==> config.mk <==
export PLATFORM = sky130hd
export DESIGN_NAME = sem_window
export DESIGN_NICKNAME = d
export VERILOG_FILES = /design/src/sv/sem_pkg.sv /design/src/sv/sem_window.sv
export SDC_FILE = /design/constraint.sdc
export NUM_CORES = 1
export LEC_CHECK = 0
export BUFFER_PORTS_ARGS = -buffer_cell sky130_fd_sc_hd__buf_2
export CAP_MARGIN = 25
export CORE_AREA = 2 2 91 93
export DETAILED_ROUTE_END_ITERATION = 7
export DIE_AREA = 0 0 93 95
export PLACE_DENSITY = 0.79
export SLEW_MARGIN = 40
export SYNTH_ARGS = -nofsm -noshare
export SYNTH_HDL_FRONTEND = slang
export SYNTH_SLANG_ARGS = --single-unit
==> constraint.sdc <==
create_clock -name clk_i -period 10.9 [get_ports clk_i]
set_input_delay 2.18 -clock clk_i [delete_from_list [all_inputs] [get_ports clk_i]]
set_output_delay 2.18 -clock clk_i [all_outputs]
set_load 0.02 [all_outputs]
==> src/sv/sem_pkg.sv <==
`default_nettype none

package sem_pkg;

  localparam int unsigned PIX_W  = 8;
  localparam int unsigned POS_W  = 12;
  localparam int unsigned REG_W  = 13;
  localparam int unsigned GRAD_W = 11;
  localparam int unsigned SQ_W   = 20;
  localparam int unsigned ROOT_W = 16;
  localparam int unsigned ROOT_STEPS = 8;

  localparam logic [REG_W-1:0] REG_RESET_VAL = 13'd4096;
  localparam logic [REG_W-1:0] HEIGHT_MIN    = 13'd3;
  localparam logic [REG_W-1:0] HEIGHT_MAX    = 13'd4096;
  localparam logic [PIX_W-1:0] EDGE_MAX      = 8'd255;

  localparam logic [1:0] REG_IMAGE_WIDTH  = 2'd0;
  localparam logic [1:0] REG_IMAGE_HEIGHT = 2'd1;

  typedef struct packed {
    logic [PIX_W-1:0] top;
    logic [PIX_W-1:0] mid;
    logic [PIX_W-1:0] bot;
  } sem_col_t;

  typedef struct packed {
    logic [POS_W-1:0] row;
    logic [POS_W-1:0] col;
    logic             last;
  } sem_pos_t;

  typedef struct packed {
    logic [ROOT_W-1:0] rem;
    logic [ROOT_W-1:0] root;
    logic              sat;
    sem_pos_t          pos;
  } sem_item_t;

endpackage

`default_nettype wire

==> src/sv/sem_window.sv <==
`default_nettype none

module sem_window
  import sem_pkg::*;
(
  input  wire logic                     clk_i,
  input  wire logic                     rst_ni,
  input  wire logic                     shift_i,
  input  wire sem_col_t                 col_i,
  output logic signed [GRAD_W-1:0]      gx_o,
  output logic signed [GRAD_W-1:0]      gy_o
);

  sem_col_t old_q;
  sem_col_t prev_q;

  function automatic logic signed [GRAD_W-1:0] ext(input logic [PIX_W-1:0] v);
    ext = $signed({{(GRAD_W-PIX_W){1'b0}}, v});
  endfunction

  always_ff @(posedge clk_i or negedge rst_ni) begin
    if (!rst_ni) begin
      old_q  <= '0;
      prev_q <= '0;
    end else if (shift_i) begin
      old_q  <= prev_q;
      prev_q <= col_i;
    end
  end

  assign gx_o = (ext(col_i.top) - ext(old_q.top))
              + ((ext(col_i.mid) - ext(old_q.mid)) <<< 1)
              + (ext(col_i.bot) - ext(old_q.bot));

  assign gy_o = (ext(old_q.top) + (ext(prev_q.top) <<< 1) + ext(col_i.top))
              - (ext(old_q.bot) + (ext(prev_q.bot) <<< 1) + ext(col_i.bot));

endmodule

`default_nettype wire

==> results.tsv <==
metric	value	unit
status	finished clean	
hp-class	reg -> reg	
cts_hold_buf	0	
worstSkewPairLatency	0.31	ns
startpoint	col_i[0]	
via_count	3314	
grt-ovfl-total	0	
syn_inst	497	
drive_above_1_share	0.145	
grt_pass1_vias	3442	
routed_wl	8410	um
post_cts_resized	0	
tritoncts	done	
synthArstFlopShare	1.00	
cts_buffer_depth	2	
grt_pass1_wl	15100	um
synth_top_area_cell	dfrtp_1	
tightest_slew	0.724	ns
end_kind	output pin	
dr.pass1.iters	7	
ioPinCount	49	
dieArea	0.00884	mm2
dpl_cell_area	0.00492	mm2
die_x	93	um
layout.nets	661	
crit_type	in -> out	
htree_num_levels	2	
dpl.hpwl	6810	um
mostFrequentLayoutCell	inv_1	
synth-edff-count	0	
arrival	5.71	ns
max_slew_margin	0.518	
r2r_slack	10.07	ns
rsz0062_at_grt	false	
hold_ws	0.487	ns
synthTopCellsByArea	dfrtp_1, fa_1, ha_1, inv_1, o21ai_0	
grt_max_degree	82	
synth-seq-cells	48	
final_cell_mix	inv_1, dfrtp_1, buf_2, ha_1, o21ai_0	
r2r-start	old_q[1]$_DFFE_PN0P_	
finalMaxSlewViolations	0	
yosys_warnings	0	
cts.sinks	48	
fin_tns_setup	0	ns
setup_viol	0	
yosysUniqueCellTypes	37	
synth_top_area_frac	0.263	
syn_area	0.00458	mm2
startpoint_type	input pin	
drt_iter0_drc	94	
max_freq	0.127	GHz
cp.required	8.72	ns
grt_use_total	0.214	
skew	0.00169	ns
slowest_stage	fa_1	
max_stage_delay	0.43	ns
path_cells	buf_2 > inv_1 > ha_1 > inv_1 > fa_1 > a21o_1 > a21oi_1 > o21ai_0 > nor2_1 > xor2_1 > fa_1 > inv_1 > ha_1 > o21a_1 > a41o_2 > o41ai_2 > xnor2_1 > buf_2	
crit_fanout	5	
yosysSeqAreaShare	0.263	
antenna_found_initial	0	
wl_per_cell	12.9	um
place.gp.congestion	0.838	
antenna_cells	0	
final_area	0.00506	mm2
cts_inserted_buffers	5	
endpoint	gx_o[9]	
synth_ff_type	dfrtp_1	
avgViaCountPerCell	5.10	
path_common_cell	inv_1	
post_cts_buffers	0	
port_buffers	48	
cap_violations	0	
r2r_end	old_q[1]$_DFFE_PN0P_	
nFillCells	696	
ant_nets	0	
core	0.00793	mm2
period_needed	7.89	ns
syn_area_per_cell	9.21	um2
root_buffer	clkbuf_8	
cts.clk_slew.worst_paths	0.09	ns
reg2reg_depth	2	
area_growth	10.6	%
initial_core_util	0.577	
syn-num-nets	614	
fin_crit_sh	0.724	
drcViolationCount	0	
rows	33	
hold_viol	0	
die_h	95	um
==> worst max-delay path, delay by kind of cell <==
family | cells | cell delay (ns)
buf+inv | 5 | 0.50
xor+xnor | 2 | 0.35
fa+ha+maj | 4 | 1.31
simple gates | 1 | 0.15
compound gates | 6 | 1.20
==> layer usage <==
| metal | wire length [um] | share of wire | vias to the layer above | track usage |
|---|---|---|---|---|
| met5 | 0 | 0 | - | 0 |
| met3 | 224 | 0.027 | 7 | 0.0263 |
| met4 | 64 | 0.0076 | 0 | 0.0392 |
| met2 | 4410 | 0.52 | 54 | 0.399 |
| met1 | 3710 | 0.44 | 1598 | 0.270 |
| li1 | - | - | 1655 | - |
==> flip-flops by register name, summed over array words and instances (netlist names) <==
signal and count:
prev_q 24, old_q 24
==> cell usage after synthesis (all sizes together) (6+ instances only) <==
cell type / count
a21o: 6
a21oi: 16
clkbuf: 8
dfrtp: 48
fa: 44
ha: 46
inv: 121
mux2: 15
nand2: 42
nand3: 9
nor2: 19
nor3: 8
o21ai: 46
xnor2: 19
xor2: 14
==> per-stage QoR <==
| stage | util | setup WS [ns] | instances |
|---|---|---|---|
| final | 0.638 | 3.01 | 650 |
| after global routing | 0.638 | 2.77 | 650 |
| after CTS | 0.638 | 2.99 | 650 |
| after detailed placement | 0.621 | 3.04 | 642 |
| after global placement | 0.621 | 3.10 | 642 |
| after floorplan | - | 3.45 | 497 |
==> cell type report <==
cell class,count,area [um2],area share
clock buffers,5,68.8,0.0136
clock inverters,3,68.8,0.0136
inverters,121,454,0.0898
multi-input cells,319,2890,0.570
flip-flops and latches,48,1200,0.237
well taps,105,131,0.0260
repair buffers,49,250,0.0495
==> kinds of logic (layout without fill, tap and decap cells) <==
group,after synthesis,after routing,share of synthesized area
XOR/XNOR,33,33,0.0632
buffers and inverters,130,178,0.107
AND/OR/NAND/NOR,93,93,0.0913
AO/OA/AOI/OAI,88,88,0.121
flip-flops,48,48,0.263
adder cells (fa/ha/maj),90,90,0.318
multiplexers,15,15,0.0369
==> how the worst min path moves through the flow <==
stage	end	from	depth (start not counted)
4_1_cts	old_q[5]$_DFFE_PN0P_	prev_q[5]$_DFFE_PN0P_	2
3_5_place_dp	old_q[5]$_DFFE_PN0P_	prev_q[5]$_DFFE_PN0P_	2
3_3_place_gp	old_q[11]$_DFFE_PN0P_	prev_q[11]$_DFFE_PN0P_	2
6_report	old_q[13]$_DFFE_PN0P_	prev_q[13]$_DFFE_PN0P_	2
5_1_grt	old_q[13]$_DFFE_PN0P_	prev_q[13]$_DFFE_PN0P_	2
2_1_floorplan	old_q[11]$_DFFE_PN0P_	prev_q[11]$_DFFE_PN0P_	2
Power is not shown: default switching activity piles up to over one toggle a cycle in this logic, so the estimate is an artifact.
