`src/sv/sem_pkg.sv`:
```
`default_nettype none

package sem_pkg;

  localparam int unsigned PIX_W  = 8;
  localparam int unsigned POS_W  = 12;
  localparam int unsigned REG_W  = 13;
  localparam int unsigned GRAD_W = 11;
  localparam int unsigned SQ_W   = 20;
  localparam int unsigned ROOT_W = 16;
  localparam int unsigned ROOT_STEPS = 8;

  localparam logic [REG_W-1:0] REG_RESET_VAL = 13'd4096;
  localparam logic [REG_W-1:0] HEIGHT_MIN    = 13'd3;
  localparam logic [REG_W-1:0] HEIGHT_MAX    = 13'd4096;
  localparam logic [PIX_W-1:0] EDGE_MAX      = 8'd255;

  localparam logic [1:0] REG_IMAGE_WIDTH  = 2'd0;
  localparam logic [1:0] REG_IMAGE_HEIGHT = 2'd1;

  typedef struct packed {
    logic [PIX_W-1:0] top;
    logic [PIX_W-1:0] mid;
    logic [PIX_W-1:0] bot;
  } sem_col_t;

  typedef struct packed {
    logic [POS_W-1:0] row;
    logic [POS_W-1:0] col;
    logic             last;
  } sem_pos_t;

  typedef struct packed {
    logic [ROOT_W-1:0] rem;
    logic [ROOT_W-1:0] root;
    logic              sat;
    sem_pos_t          pos;
  } sem_item_t;

endpackage

`default_nettype wire

```
`src/sv/sem_sqrt_cell.sv`:
```
`default_nettype none

module sem_sqrt_cell
  import sem_pkg::*;
#(
  parameter int unsigned BIT_POS = 14
) (
  input  wire logic      clk_i,
  input  wire logic      rst_ni,
  input  wire logic      in_valid_i,
  output logic           in_ready_o,
  input  wire sem_item_t in_item_i,
  output logic           out_valid_o,
  input  wire logic      out_ready_i,
  output sem_item_t      out_item_o
);

  localparam logic [ROOT_W:0] StepBit = (ROOT_W+1)'(1) << BIT_POS;

  logic            valid_q;
  sem_item_t       item_q;
  sem_item_t       item_d;
  logic [ROOT_W:0] trial;
  logic            take;

  always_comb begin
    trial  = {1'b0, in_item_i.root} + StepBit;
    take   = {1'b0, in_item_i.rem} >= trial;
    item_d = in_item_i;
    if (take) begin
      item_d.rem  = in_item_i.rem - trial[ROOT_W-1:0];
      item_d.root = (in_item_i.root >> 1) + StepBit[ROOT_W-1:0];
    end else begin
      item_d.root = in_item_i.root >> 1;
    end
  end

  assign in_ready_o = !valid_q || out_ready_i;

  always_ff @(posedge clk_i or negedge rst_ni) begin
    if (!rst_ni) begin
      valid_q <= 1'b0;
    end else if (in_ready_o) begin
      valid_q <= in_valid_i;
    end
  end

  always_ff @(posedge clk_i) begin
    if (in_ready_o && in_valid_i) begin
      item_q <= item_d;
    end
  end

  assign out_valid_o = valid_q;
  assign out_item_o  = item_q;

endmodule

`default_nettype wire

```
`config.mk`:
```
export PLATFORM = sky130hd
export DESIGN_NAME = sem_sqrt_cell
export DESIGN_NICKNAME = d
export VERILOG_FILES = /design/src/sv/sem_pkg.sv /design/src/sv/sem_sqrt_cell.sv
export SDC_FILE = /design/constraint.sdc
export NUM_CORES = 1
export LEC_CHECK = 0
export BUFFER_PORTS_ARGS = -buffer_cell sky130_fd_sc_hd__buf_2
export CAP_MARGIN = 20
export CORE_AREA = 2 2 86 88
export CTS_CLUSTER_DIAMETER = 30
export DETAILED_ROUTE_END_ITERATION = 8
export DIE_AREA = 0 0 88 90
export PLACE_DENSITY = 0.72
export RECOVER_POWER = 50
export SYNTH_ARGS = -nofsm -noshare
export SYNTH_HDL_FRONTEND = slang
export SYNTH_SLANG_ARGS = --single-unit
```
`constraint.sdc`:
```
create_clock -name clk_i -period 2.1 [get_ports clk_i]
set_input_delay 0 -clock clk_i [delete_from_list [all_inputs] [get_ports clk_i]]
set_output_delay 0 -clock clk_i [all_outputs]
set_load 0.03 [all_outputs]
```
==> metrics.yaml <==
yosys:
  avgSynthCellArea_um2: 13.8
  synth.top_cells.by_area: "edfxtp_1, ha_1, xnor2_1"
  synth_fp_nets: 293
  synthFlopType: "edfxtp_1"
  postSynthCellCount: 213
  ys_warn_count: 0
  synth_top_area_share: 0.595
  synth_commonest_cells: "edfxtp_1, inv_1, ha_1"
  synth_seq_area_share: 0.603
  netlist_area_um2: 2930
  synth-edff-count: 58
  ys_seq_elements: 59
  synth_top_cell_by_area: "edfxtp_1"
  async_reset_ff_frac: 0.0169
  synth_cell_types: 50
  synth_most_common_cell: "edfxtp_1"
global_routing:
  use_met2: 0.373
  grt.busiest_layer: "met2"
  grt_pass1_vias: 2665
  met3_usage: 0.0478
  antenna_found_initial: 0
  grt_pass1_wl_mm: 12.5
  grt_max_degree: 26
  use_met1: 0.231
  gr-total-overflow: 0
  grtUsageTotal: 0.206
critical_path:
  path_delay_family: "simple AND/OR/NAND/NOR gates"
  cp.buffers_inverters: 2
  crit_arrival_ps: 1970
  path_max_fanout: 15
  cpPeakStageDelay_ps: 560
  worst_ep_required_time_ps: 2190
  cp_cell_sequence: "clkbuf_1, inv_1, ha_1, nand4_1, or4_1, o2111ai_2, a21o_4, nand2_4, mux2_1"
  end_kind: "register"
  worstSetupPathType: "input pin to register"
  regToRegSetupSlack_ps: 580
  startpoint_type: "input pin"
  critical-path-slowest-cell: "or4_1"
die:
  dieArea_um2: 7920
  initial_core_util: 0.417
  ios: 122
  core_area_um2: 7020
  rows: 31
  die_y_um: 90
  die_x_um: 88
sta:
  worst_slack_ps: 217
  max-slew-margin-rel: 0.677
  fin_crit_sh: 0.897
  clock_skew_ps: 5.65
  finalSetupViolations: 0
  finalSetupTns_ps: 0
  tightestPinTransition_ps: 484
  grt_setup_unrepaired: "no"
  clock.fmax_mhz: 531
  fin_crit_ps: 1880
  hold_violations: 0
  slew_violations: 0
clock_network:
  cts-buffers-inserted: 9
  h-tree-depth: 3
  cts_root_buffer: "clkbuf_8"
  clock_latency_ps: 340
  cts_sinks: 59
  tritoncts: "yes"
  cts_buffer_depth: 2
  clk_pin_slew_ps: 70
job:
  cap_violations: 0
power_and_ir_drop:
  peakVddDrop_v: 0.000345
  intPower_w: 0.00229
  pwr-share-seq: 0.433
  power.switching_w: 0.000982
  leakagePower_nw: 1.94
  power_frac_comb: 0.275
  switching_share: 0.300
  p_per_area_nw_per_um2: 712
  pwr-share-clk: 0.292
cells_and_area:
  area_delta_synth_final_pct: 57.2
  diodes: 0
  ff_latch_area_um2: 1770
  drive_gt1_frac: 0.289
  finalNetCount: 514
  multiInputGateArea_um2: 1050
  nFillCells: 595
routing:
  drt_iter0_markers: 68
  via_count: 2558
  vias_per_cell: 4.75
  drtPass1Iterations: 6
  ant_nets: 0
  wl_per_cell_um: 15.0
  drc: 0
  routed_wl_mm: 8.05
run_status:
  status: "finished, final reports clean"
place:
  place_ws_ps: -159
  hpwl_mm: 5.26
  port-buffer-count: 121
  gp_congestion: 0.914
worst_hold_path:
  hp-class: "input pin to register"
cell type report:
class	count	share of cell area
well taps	99	0.0269
multi-input cells	130	0.228
repair buffers	216	0.307
flip-flops and latches	59	0.384
inverters	18	0.0147
clock inverters	4	0.00544
clock buffers	12	0.0337
registers in the layout, summed over array words and instances, names as in the netlist:
register	cells
out_valid_o	1
out_item_o	58
what timing repair did:
item,4_1_cts,5_1_grt
hold endpoints to repair,55,0
hold buffers,57,0
setup buffers,0,0
resized for setup,0,0
power by group through the flow:
stage	clock, W	sequential [W]	combinational [W]
6_report	0.000956	0.00142	0.000900
5_1_grt	0.00102	0.00143	0.000976
4_1_cts	0.000979	0.00142	0.000917
3_5_place_dp	0	0.00144	0.000830
3_3_place_gp	0	0.00144	0.000819
2_1_floorplan	0	0.00160	0.000362
worst min-delay path, cell delays in order:
cell and delay (ps):
buf_2 100, o21ai_0 70, o21ai_1 70
layer usage:
layer | vias up | wire length (um) | share of wire
met5 | - | 0 | 0
met4 | 0 | 125 | 0.016
met3 | 10 | 481 | 0.060
met2 | 85 | 4120 | 0.51
met1 | 1210 | 3320 | 0.41
li1 | 1253 | - | -
cell usage in the layout (no fill, tap or decap), types with 2 or more instances in the layout:
cell	instances
nand4_1	3
buf_4	36
buf_2	63
inv_1	18
or3_1	3
and3_1	2
nand3_1	2
clkbuf_1	59
o2111ai_1	2
nand2b_1	4
clkbuf_8	11
nand2_1	7
mux2_1	5
o21ai_0	5
a211oi_1	2
clkinv_2	2
edfxtp_1	58
mux2_4	5
a21oi_1	10
xor2_1	3
ha_1	17
xnor2_1	9
buf_12	2
nor3_1	4
o21a_1	3
dlygate4sd3_1	57
nor2b_1	3
a21o_1	6
nor2_1	5
a31oi_1	3
o21ai_1	5
clkinvlp_4	2
metrics by stage:
step                      hold slack (ps)  power [W]  cell area [um^2]  cells   util
final                                6.72    0.00328              4600    538  0.656
after CTS                            4.96    0.00331              4680    538  0.666
after floorplan                      -296    0.00196              2930    213      -
after global placement               -226    0.00226              3930    465  0.559
after detailed placement             -224    0.00227              3930    465  0.559
after global routing                 45.1    0.00342              4600    538  0.656
path summary, 6_finish.rpt:
| kind | start | endpoint | depth (start not counted) |
|---|---|---|---|
| worst max-delay path | in_item_i[36] | out_item_o[47] | 9 |
| worst min-delay path | in_item_i[53] | out_item_o[53] | 3 |
| min in group asynchronous | rst_ni | out_valid_o | 3 |
| worst min register to register | out_valid_o | out_item_o[26] | 2 |
| worst max register to register | out_valid_o | out_item_o[19] | 3 |
| max in group asynchronous | rst_ni | out_valid_o | 3 |
logic make-up (layout without fill, tap and decap cells):
group / count (synthesis) / in the layout / synth area share
flops: 59 / 59 / 0.603
compound gates: 50 / 50 / 0.120
simple gates: 38 / 38 / 0.0705
buf+inv: 24 / 250 / 0.0384
fa+ha+maj: 18 / 18 / 0.0795
xor+xnor: 12 / 12 / 0.0359
mux: 12 / 12 / 0.0521
No activity file was read; power rests on OpenSTA's default activity.
